File: config.mk
export PLATFORM = sky130hd
export DESIGN_NAME = indexed_bit_shift_rotate_unit
export DESIGN_NICKNAME = d
export VERILOG_FILES = /design/src/rtl/ibsr_pkg.sv /design/src/rtl/ibsr_addr.sv /design/src/rtl/ibsr_alu.sv /design/src/rtl/indexed_bit_shift_rotate_unit.sv
export VERILOG_INCLUDE_DIRS = /design/src /design/src/rtl
export SDC_FILE = /design/constraint.sdc
export NUM_CORES = 1
export LEC_CHECK = 0
export BUFFER_PORTS_ARGS = -buffer_cell sky130_fd_sc_hd__buf_2
export CORE_UTILIZATION = 25
export DETAILED_ROUTE_END_ITERATION = 16
export GPL_TIMING_DRIVEN = 0
export PLACE_DENSITY = 0.54
export SLEW_MARGIN = 20
export SYNTH_ARGS = -nofsm -noshare
export SYNTH_HDL_FRONTEND = slang
export SYNTH_SLANG_ARGS = --single-unit
File: constraint.sdc
create_clock -name clk -period 2.1 [get_ports clk]
set_input_delay 0.42 -clock clk [delete_from_list [all_inputs] [get_ports clk]]
set_output_delay 0.42 -clock clk [all_outputs]
set_load 0.02 [all_outputs]
File: src/rtl/indexed_bit_shift_rotate_unit_macros.svh
// assertion macros for the indexed bit shift rotate unit
`ifndef INDEXED_BIT_SHIFT_ROTATE_UNIT_MACROS_SVH
`define INDEXED_BIT_SHIFT_ROTATE_UNIT_MACROS_SVH

// same-cycle implication, checked out of reset
`define IBSR_ASSERT_NOW(label, clk, rst_n, ante, cons, msg) \
    label: assert property (@(posedge clk) disable iff (!rst_n) (ante) |-> (cons)) \
        else $error(msg);

// next-cycle implication, checked out of reset
`define IBSR_ASSERT_NEXT(label, clk, rst_n, ante, cons, msg) \
    label: assert property (@(posedge clk) disable iff (!rst_n) (ante) |=> (cons)) \
        else $error(msg);

`endif

File: src/rtl/ibsr_pkg.sv
// types, codes and constants shared by the indexed bit shift rotate unit
`timescale 1ns / 1ps

package ibsr_pkg;

    // flag bit positions, S Z Y H X P N C
    localparam int unsigned FLAG_S = 7;
    localparam int unsigned FLAG_Z = 6;
    localparam int unsigned FLAG_Y = 5;
    localparam int unsigned FLAG_H = 4;
    localparam int unsigned FLAG_X = 3;
    localparam int unsigned FLAG_P = 2;
    localparam int unsigned FLAG_N = 1;
    localparam int unsigned FLAG_C = 0;

    localparam logic [4:0] T_BIT   = 5'd20;
    localparam logic [4:0] T_OTHER = 5'd23;

    // register code that means memory only
    localparam logic [2:0] REG_MEM = 3'd6;

    typedef enum logic [1:0] {
        GRP_SHIFT = 2'd0,
        GRP_BIT   = 2'd1,
        GRP_RES   = 2'd2,
        GRP_SET   = 2'd3
    } group_t;

    typedef enum logic [2:0] {
        SH_RLC = 3'd0,
        SH_RRC = 3'd1,
        SH_RL  = 3'd2,
        SH_RR  = 3'd3,
        SH_SLA = 3'd4,
        SH_SRA = 3'd5,
        SH_SLL = 3'd6,
        SH_SRL = 3'd7
    } shift_op_t;

    typedef struct packed {
        logic [15:0]       index_base;
        logic signed [7:0] displacement;
        logic [7:0]        sub_opcode;
        logic [7:0]        mem_byte;
        logic [7:0]        flags_in;
    } cmd_t;

    typedef struct packed {
        logic [15:0] effective_address;
        logic [7:0]  mem_write_value;
        logic        reg_write_enable;
        logic [2:0]  reg_dest;
        logic [7:0]  reg_value;
        logic [7:0]  flags_out;
        logic [4:0]  t_states;
    } result_t;

endpackage

File: src/rtl/ibsr_addr.sv
// effective address adder: index base plus sign-extended displacement
`timescale 1ns / 1ps

module ibsr_addr
(
    input  logic [15:0]       index_base,
    input  logic signed [7:0] displacement,
    output logic [15:0]       effective_address
);

    logic [15:0] disp_ext;

    assign disp_ext          = {{8{displacement[7]}}, displacement};
    // wraps modulo 64k
    assign effective_address = index_base + disp_ext;

endmodule

File: src/rtl/ibsr_alu.sv
// bit, shift and rotate execution on the memory byte with flag generation
`timescale 1ns / 1ps

module ibsr_alu
(
    input  logic [7:0] sub_opcode,
    input  logic [7:0] mem_byte,
    input  logic [7:0] flags_in,
    output logic [7:0] mem_write_value,
    output logic       reg_write_enable,
    output logic [2:0] reg_dest,
    output logic [7:0] reg_value,
    output logic [7:0] flags_out,
    output logic [4:0] t_states
);

    ibsr_pkg::group_t    grp;
    ibsr_pkg::shift_op_t sh_op;
    logic [2:0]          low3;
    logic [7:0]          bit_mask;
    logic                cin;
    logic [7:0]          sh_res;
    logic                sh_carry;
    logic [7:0]          bit_test;

    assign grp      = ibsr_pkg::group_t'(sub_opcode[7:6]);
    assign sh_op    = ibsr_pkg::shift_op_t'(sub_opcode[5:3]);
    assign low3     = sub_opcode[2:0];
    assign bit_mask = 8'd1 << sub_opcode[5:3];
    assign cin      = flags_in[ibsr_pkg::FLAG_C];
    assign bit_test = mem_byte & bit_mask;
    assign reg_dest = low3;

    always_comb
    begin
        case (sh_op)
            ibsr_pkg::SH_RLC:
            begin
                sh_carry = mem_byte[7];
                sh_res   = {mem_byte[6:0], mem_byte[7]};
            end
            ibsr_pkg::SH_RRC:
            begin
                sh_carry = mem_byte[0];
                sh_res   = {mem_byte[0], mem_byte[7:1]};
            end
            ibsr_pkg::SH_RL:
            begin
                sh_carry = mem_byte[7];
                sh_res   = {mem_byte[6:0], cin};
            end
            ibsr_pkg::SH_RR:
            begin
                sh_carry = mem_byte[0];
                sh_res   = {cin, mem_byte[7:1]};
            end
            ibsr_pkg::SH_SLA:
            begin
                sh_carry = mem_byte[7];
                sh_res   = {mem_byte[6:0], 1'b0};
            end
            ibsr_pkg::SH_SRA:
            begin
                sh_carry = mem_byte[0];
                sh_res   = {mem_byte[7], mem_byte[7:1]};
            end
            ibsr_pkg::SH_SLL:
            begin
                sh_carry = mem_byte[7];
                sh_res   = {mem_byte[6:0], 1'b1};
            end
            default:
            begin
                sh_carry = mem_byte[0];
                sh_res   = {1'b0, mem_byte[7:1]};
            end
        endcase
    end

    always_comb
    begin
        mem_write_value  = mem_byte;
        reg_write_enable = 1'b0;
        reg_value        = 8'd0;
        flags_out        = flags_in;
        t_states         = ibsr_pkg::T_OTHER;
        case (grp)
            ibsr_pkg::GRP_SHIFT:
            begin
                mem_write_value = sh_res;
                flags_out       = {sh_res[7], (sh_res == 8'd0), sh_res[5], 1'b0,
                                   sh_res[3], ~(^sh_res), 1'b0, sh_carry};
                if (low3 != ibsr_pkg::REG_MEM)
                begin
                    reg_write_enable = 1'b1;
                    reg_value        = sh_res;
                end
            end
            ibsr_pkg::GRP_BIT:
            begin
                // z and p both report a clear tested bit
                flags_out = {bit_test[7], (bit_test == 8'd0), bit_test[5], 1'b1,
                             bit_test[3], (bit_test == 8'd0), 1'b0, cin};
                t_states  = ibsr_pkg::T_BIT;
            end
            ibsr_pkg::GRP_RES:
            begin
                mem_write_value = mem_byte & ~bit_mask;
            end
            default:
            begin
                mem_write_value = mem_byte | bit_mask;
            end
        endcase
    end

endmodule

File: src/rtl/indexed_bit_shift_rotate_unit.sv
// an accepted transaction is captured in the input register, then presented on result with done
// throughput: one transaction per cycle; busy stays low, so start may be held high every cycle
// the pipe is an input register, one pass of address and alu logic, then the result register
// the receiver cannot stall: done pulses for exactly one cycle per transaction
// reset (rst_n low, asynchronous) drops all in-flight transactions and clears done
`timescale 1ns / 1ps

`include "indexed_bit_shift_rotate_unit_macros.svh"

module indexed_bit_shift_rotate_unit
(
    input  logic              clk,
    input  logic              rst_n,
    input  logic              start,
    output logic              busy,
    input  ibsr_pkg::cmd_t    cmd,
    output logic              done,
    output ibsr_pkg::result_t result
);

    // input stage
    logic              accept;
    logic              stage_valid_reg;
    logic              stage_valid_next;
    ibsr_pkg::cmd_t    cmd_reg;
    ibsr_pkg::cmd_t    cmd_next;

    // result stage
    logic              done_reg;
    logic              done_next;
    ibsr_pkg::result_t result_reg;
    ibsr_pkg::result_t result_next;

    // no state is carried between transactions, so a new one is always welcome
    assign busy   = 1'b0;
    assign accept = start & ~busy;

    assign stage_valid_next = accept;
    assign cmd_next         = accept ? cmd : cmd_reg;

    // address path
    ibsr_addr u_addr
    (
        .index_base        (cmd_reg.index_base),
        .displacement      (cmd_reg.displacement),
        .effective_address (result_next.effective_address)
    );

    // data and flag path
    ibsr_alu u_alu
    (
        .sub_opcode       (cmd_reg.sub_opcode),
        .mem_byte         (cmd_reg.mem_byte),
        .flags_in         (cmd_reg.flags_in),
        .mem_write_value  (result_next.mem_write_value),
        .reg_write_enable (result_next.reg_write_enable),
        .reg_dest         (result_next.reg_dest),
        .reg_value        (result_next.reg_value),
        .flags_out        (result_next.flags_out),
        .t_states         (result_next.t_states)
    );

    // the strobe follows the input stage in the next cycle
    assign done_next = stage_valid_reg;

    // control state
    always_ff @(posedge clk or negedge rst_n)
    begin
        if (!rst_n)
        begin
            stage_valid_reg <= 1'b0;
            done_reg        <= 1'b0;
        end
        else
        begin
            stage_valid_reg <= stage_valid_next;
            done_reg        <= done_next;
        end
    end

    // payload needs no reset
    always_ff @(posedge clk)
    begin
        cmd_reg    <= cmd_next;
        result_reg <= result_next;
    end

    assign done   = done_reg;
    assign result = result_reg;

    // every accepted transaction reaches the input stage
    `IBSR_ASSERT_NEXT(a_accept_to_stage, clk, rst_n, accept, stage_valid_reg, "accepted transaction lost")
    // the input stage always produces a strobe on the next cycle
    `IBSR_ASSERT_NEXT(a_stage_to_done, clk, rst_n, stage_valid_reg, done, "result strobe missing")
    // a strobe never appears without a transaction behind it
    `IBSR_ASSERT_NOW(a_no_spurious_done, clk, rst_n, done, $past(stage_valid_reg), "spurious result strobe")
    // a register copy only comes from a shift or rotate with a real register code
    `IBSR_ASSERT_NOW(a_reg_write_legal, clk, rst_n, done && result.reg_write_enable, (result.reg_dest != ibsr_pkg::REG_MEM) && (result.t_states == ibsr_pkg::T_OTHER), "illegal register write")

endmodule

Word level (Yosys, flattened, before mapping)
Cells that the tools add are included.
Word-level totals
  flip-flop bits (word level): 99
  bits in latches: 0
  RAM bits: 0
  bits in read-only memories: 0
  input port bits: 51
  logic and storage cells: 43
  memories kept: 0
Operators by class
  $add $sub $neg: 1
  multipliers: 0
  divide/modulo/power cells: 0
  magnitude comparators: 0
  eq/ne operators: 9
  shift-type cells: 1
  mux-type cells: 6
  bitwise operators: 5
  reductions and logical operators: 7
Operators with widths (number)
  8-bit one-hot mux with 7 select lines: 1
  8-bit one-hot mux with 3 select lines: 1
  16-bit adder: 1
  8-bit AND: 2
  8-bit logical NOT: 2
  8-bit one-hot mux with 2 select lines: 1
  3-bit equality test (second input constant): 3
  8-bit inverter: 1
  8-bit OR: 1
  8-bit parity: 1
  1-bit by 3-bit << shifter with 8-bit output (first input constant): 1
  3-bit by 2-bit equality test with 1-bit output (second input constant): 2
  4-bit OR reduction: 1
  3-bit by 1-bit equality test with 1-bit output (second input constant): 1
  3-bit logical NOT: 1
  3-bit inequality test (second input constant): 1
  2-bit by 1-bit equality test with 1-bit output (second input constant): 1
  2-bit equality test (second input constant): 1
  2-bit logical NOT: 1
  1-bit two-way mux: 2
  2-bit two-way mux: 1
  2-bit AND reduction: 1
  1-bit inverter: 1

Longest topological paths before layout
  depth in word-level cells: 5
  depth in mapped cells: 9
  gate-level depth less buffers: 8

Modules after synthesis
A second synthesis with hierarchy kept.
Second synthesis, totals
  cells, all modules: 333
  area, all modules: 4127.7 sq um
By module, submodules not included
  indexed_bit_shift_rotate_unit: times used 1, cells an instance 101, area an instance 2483.6 sq um, sequential area each 2472.4 sq um
  ibsr_alu: times used 1, cells an instance 134, area an instance 919.6 sq um, sequential area each 0.0 sq um
  ibsr_addr: times used 1, cells an instance 98, area an instance 724.4 sq um, sequential area each 0.0 sq um

Worst setup path after synthesis
OpenSTA, ideal clock, no wires.
  kind: flip-flop to flip-flop
  start point: reg cmd_reg[31] (netlist name)
  end point: reg result_reg (netlist bit result[48])
  arrival: 1929 ps
  data required time: 1977 ps
  path slack: 48 ps
  stages on the path, launching flop included: 8
  clock period less this slack: 2052 ps
  cells stage by stage: edfxtp_1 -> ha_1 -> buf_6 -> a21oi_4 -> or4b_1 -> a21oi_1 -> a41oi_1 -> xnor2_1
RTL lines
  start, declared: line indexed_bit_shift_rotate_unit.sv:25  | ibsr_pkg::cmd_t cmd_reg;
  start signal, assigned: line indexed_bit_shift_rotate_unit.sv:84  | cmd_reg <= cmd_next;
  end signal, assigned: line indexed_bit_shift_rotate_unit.sv:85  | result_reg <= result_next;
  end, declared: line indexed_bit_shift_rotate_unit.sv:31  | ibsr_pkg::result_t result_reg;

==> flow_summary.toml <==
[floorplan]
rows = 45
coreArea_sq_um = 15400
start_util_pct = 26.0
die_area_sq_um = 16500
chipHeight_um = 129
die_w_um = 129
ioPinCount = 102

[global_route]
grt_usage_pct = 12.0
grt_overflow = 0
grt_max_degree = 31
grt_pass1_vias = 2884
grt_pass1_wl_mm = 14.8
antenna_found_initial = 0

[pwr]
ir_drop_v = 0.000351
power.leakage_nw = 2.21
powerDensity_nw_per_um2 = 956

[yosys]
async_reset_ff_share_pct = 2.11
yosysUniqueCellTypes = 55
ys.flop_type = "edfxtp_1"
synth_top_area_cell = "edfxtp_1"
synth_cells = 330
ys_ff_latch = 95
ys_warn_count = 0
synth.avg_cell_area_sq_um = 12.1
synth.top_cell.area_share_pct = 36.0
ys_seq_area_share_pct = 59.7
syn_area_sq_um = 4010
synth_edf_count = 48
synthTopCellsByArea = "edfxtp_1, dfxtp_1, ha_1"

[worst_setup_path]
worst-r2r-setup-slack_ns = 0.03
r2r-end = "result[45]$_DFF_P_"
critPathMaxFanout = 4
arrival_ns = 2.34
rr_startpoint = "cmd_reg[32]$_DFFE_PP_"
reg2reg_depth = 8
cp-start-kind = "register"
worstPathRequired_ns = 2.37
critical_path_class = "reg2reg"
crit_start = "cmd_reg[32]$_DFFE_PP_"
worst_setup_path_end_kind = "register"

[final_layout]
nets = 524
largest_reg_flops = 48
layoutNonFillerInstCount = 669
drive_gt1_share_pct = 38.2
antennaDiodeCount = 0
fin_area_sq_um = 5360
synthToLayoutAreaGrowth_pct = 33.6

[route]
via_per_inst = 4.40
vias = 2945
routed_wl_mm = 9.85
drc = 0
drt_iter0_drc = 212
drtAntennaViolNets = 0
dr.pass1.iters = 5
wire_per_inst_um = 14.7

[place]
dp_hpwl_mm = 7.15
dp_slack_ns = -0.319
gp_congestion = 0.859
io_buffers = 97
dp.cells = 641
place_area_sq_um = 4780

[timing]
slew-limit-headroom_pct = 48.2
rsz0062_at_grt = "true"
clock.fmax_ghz = 0.483
layout_setup_ws_ns = 0.0287
final-hold-violation-count = 0
fin_crit_ns = 2.07
min_period_over_period_pct = 98.6
worst_hold_slack_ns = 0.235
setup_viol_count_final = 0
fin_skew_ns = 0.0117
finalSetupTns_ns = 0
slew_violations = 0
worstMarginPinSlew_ns = 0.770

[clock_network]
root_buffer = "clkbuf_16"
clkTransAtPathRegs_ns = 0.07
clock-sinks = 95
clock_path_buffers = 2
insertion_delay_ns = 0.35
htreeDepth = 3
cts_buffers = 9
cts_tree = "done"

[worst_hold_path]
holdCritPathClass = "in2reg"
hold_end = "cmd_reg[7]$_DFFE_PP_"
hold_start = "cmd[7]"
min_path_cells = 1

[status]
status = "completed"

[job]
cap_viol_max_count = 0
-- worst max path at each step --
stage | to | slack [ns] | depth (start not counted)
after floorplan | result[48]$_DFF_P_ | 0.05 | 7
after global placement | result[7]$_DFF_P_ | -0.28 | 8
after detailed placement | result[7]$_DFF_P_ | -0.32 | 8
after CTS | result[7]$_DFF_P_ | -0.04 | 8
after global routing | result[45]$_DFF_P_ | -0.07 | 8
final | result[45]$_DFF_P_ | 0.03 | 8
-- cell usage after synthesis (all sizes together), types with 9 or more instances --
cell type	n
a21oi	19
buf	11
dfxtp	45
edfxtp	48
ha	19
inv	11
mux2i	11
nand2	16
nor2	22
o21ai	19
o221ai	9
xnor2	11
-- timing repair --
item                       4_1_cts  5_1_grt
pin swaps                        9       10
hold buffers                     1        0
setup endpoints to repair        7        7
hold endpoints to repair         2        0
gates resized for setup         22       24
setup buffers                    8        5
-- cell families (layout without fill, tap and decap cells) --
family | after synthesis | in the layout | share of synthesized area [%]
AOI/OAI and AO/OA | 83 | 83 | 14.3
other | 2 | 4 | 0.187
and+or+nand+nor | 75 | 75 | 9.74
muxes | 13 | 13 | 3.31
xor gates and xnor gates | 13 | 13 | 2.84
buffers and inverters | 29 | 155 | 3.53
adders and majority gates | 20 | 20 | 6.43
DFF | 95 | 95 | 59.7
-- worst max-delay path, stage by stage, from the launching register on --
cell and delay (ns):
edfxtp_1 0.38, ha_2 0.22, inv_2 0.06, fa_2 0.19
and2b_2 0.24, o2111ai_4 0.27, a21oi_4 0.11, or4_1 0.40
o211ai_1 0.10
-- power by group --
part | internal (mW) | switching, mW
clock network | 0.828 | 0.754
logic | 0.524 | 0.738
registers | 2.19 | 0.0851
-- area by class of cell --
cell class / count / area [sq um]
fillers: 1591 / 10100
flip-flops and latches: 95 / 2390
multi-input cells: 208 / 1650
repair buffers: 112 / 617
well taps: 211 / 264
clock buffers: 9 / 225
plain buffers: 16 / 106
clock inverters: 7 / 61.3
inverters: 11 / 41.3
-- through the flow --
step	power, mW	util (%)
5_1_grt	5.37	34.7
2_1_floorplan	3.05	-
3_5_place_dp	3.45	31.0
6_report	5.12	34.7
3_3_place_gp	3.42	30.9
4_1_cts	5.11	33.8
-- per-layer routing --
metal | share of wire, % | global-route usage, %
met5 | 0 | 0
met4 | 1.4 | 4.98
met3 | 4.7 | 3.99
met2 | 45 | 18.1
met1 | 49 | 15.9
-- layout by cell type (no fill, tap or decap), drive strengths merged, types with 3 or more instances in the layout --
cell	synthesis	routed
inv	11	15
edfxtp	48	48
a211oi	3	3
buf	11	122
nor3	3	3
o211ai	6	6
conb	2	4
nor2	22	22
nand3	6	6
clkbuf	7	14
dfxtp	45	45
xnor2	11	11
a21oi	19	19
nor2b	3	3
nand2	16	16
o21a	7	7
a21o	5	5
o21ai	19	19
or2	3	3
ha	19	19
clkinv	0	3
o221ai	9	9
mux2i	11	11
nand3b	4	4
nand4	4	4
nand2b	3	3
a21boi	4	4
Note: power is estimated with default switching activity, not from simulation.
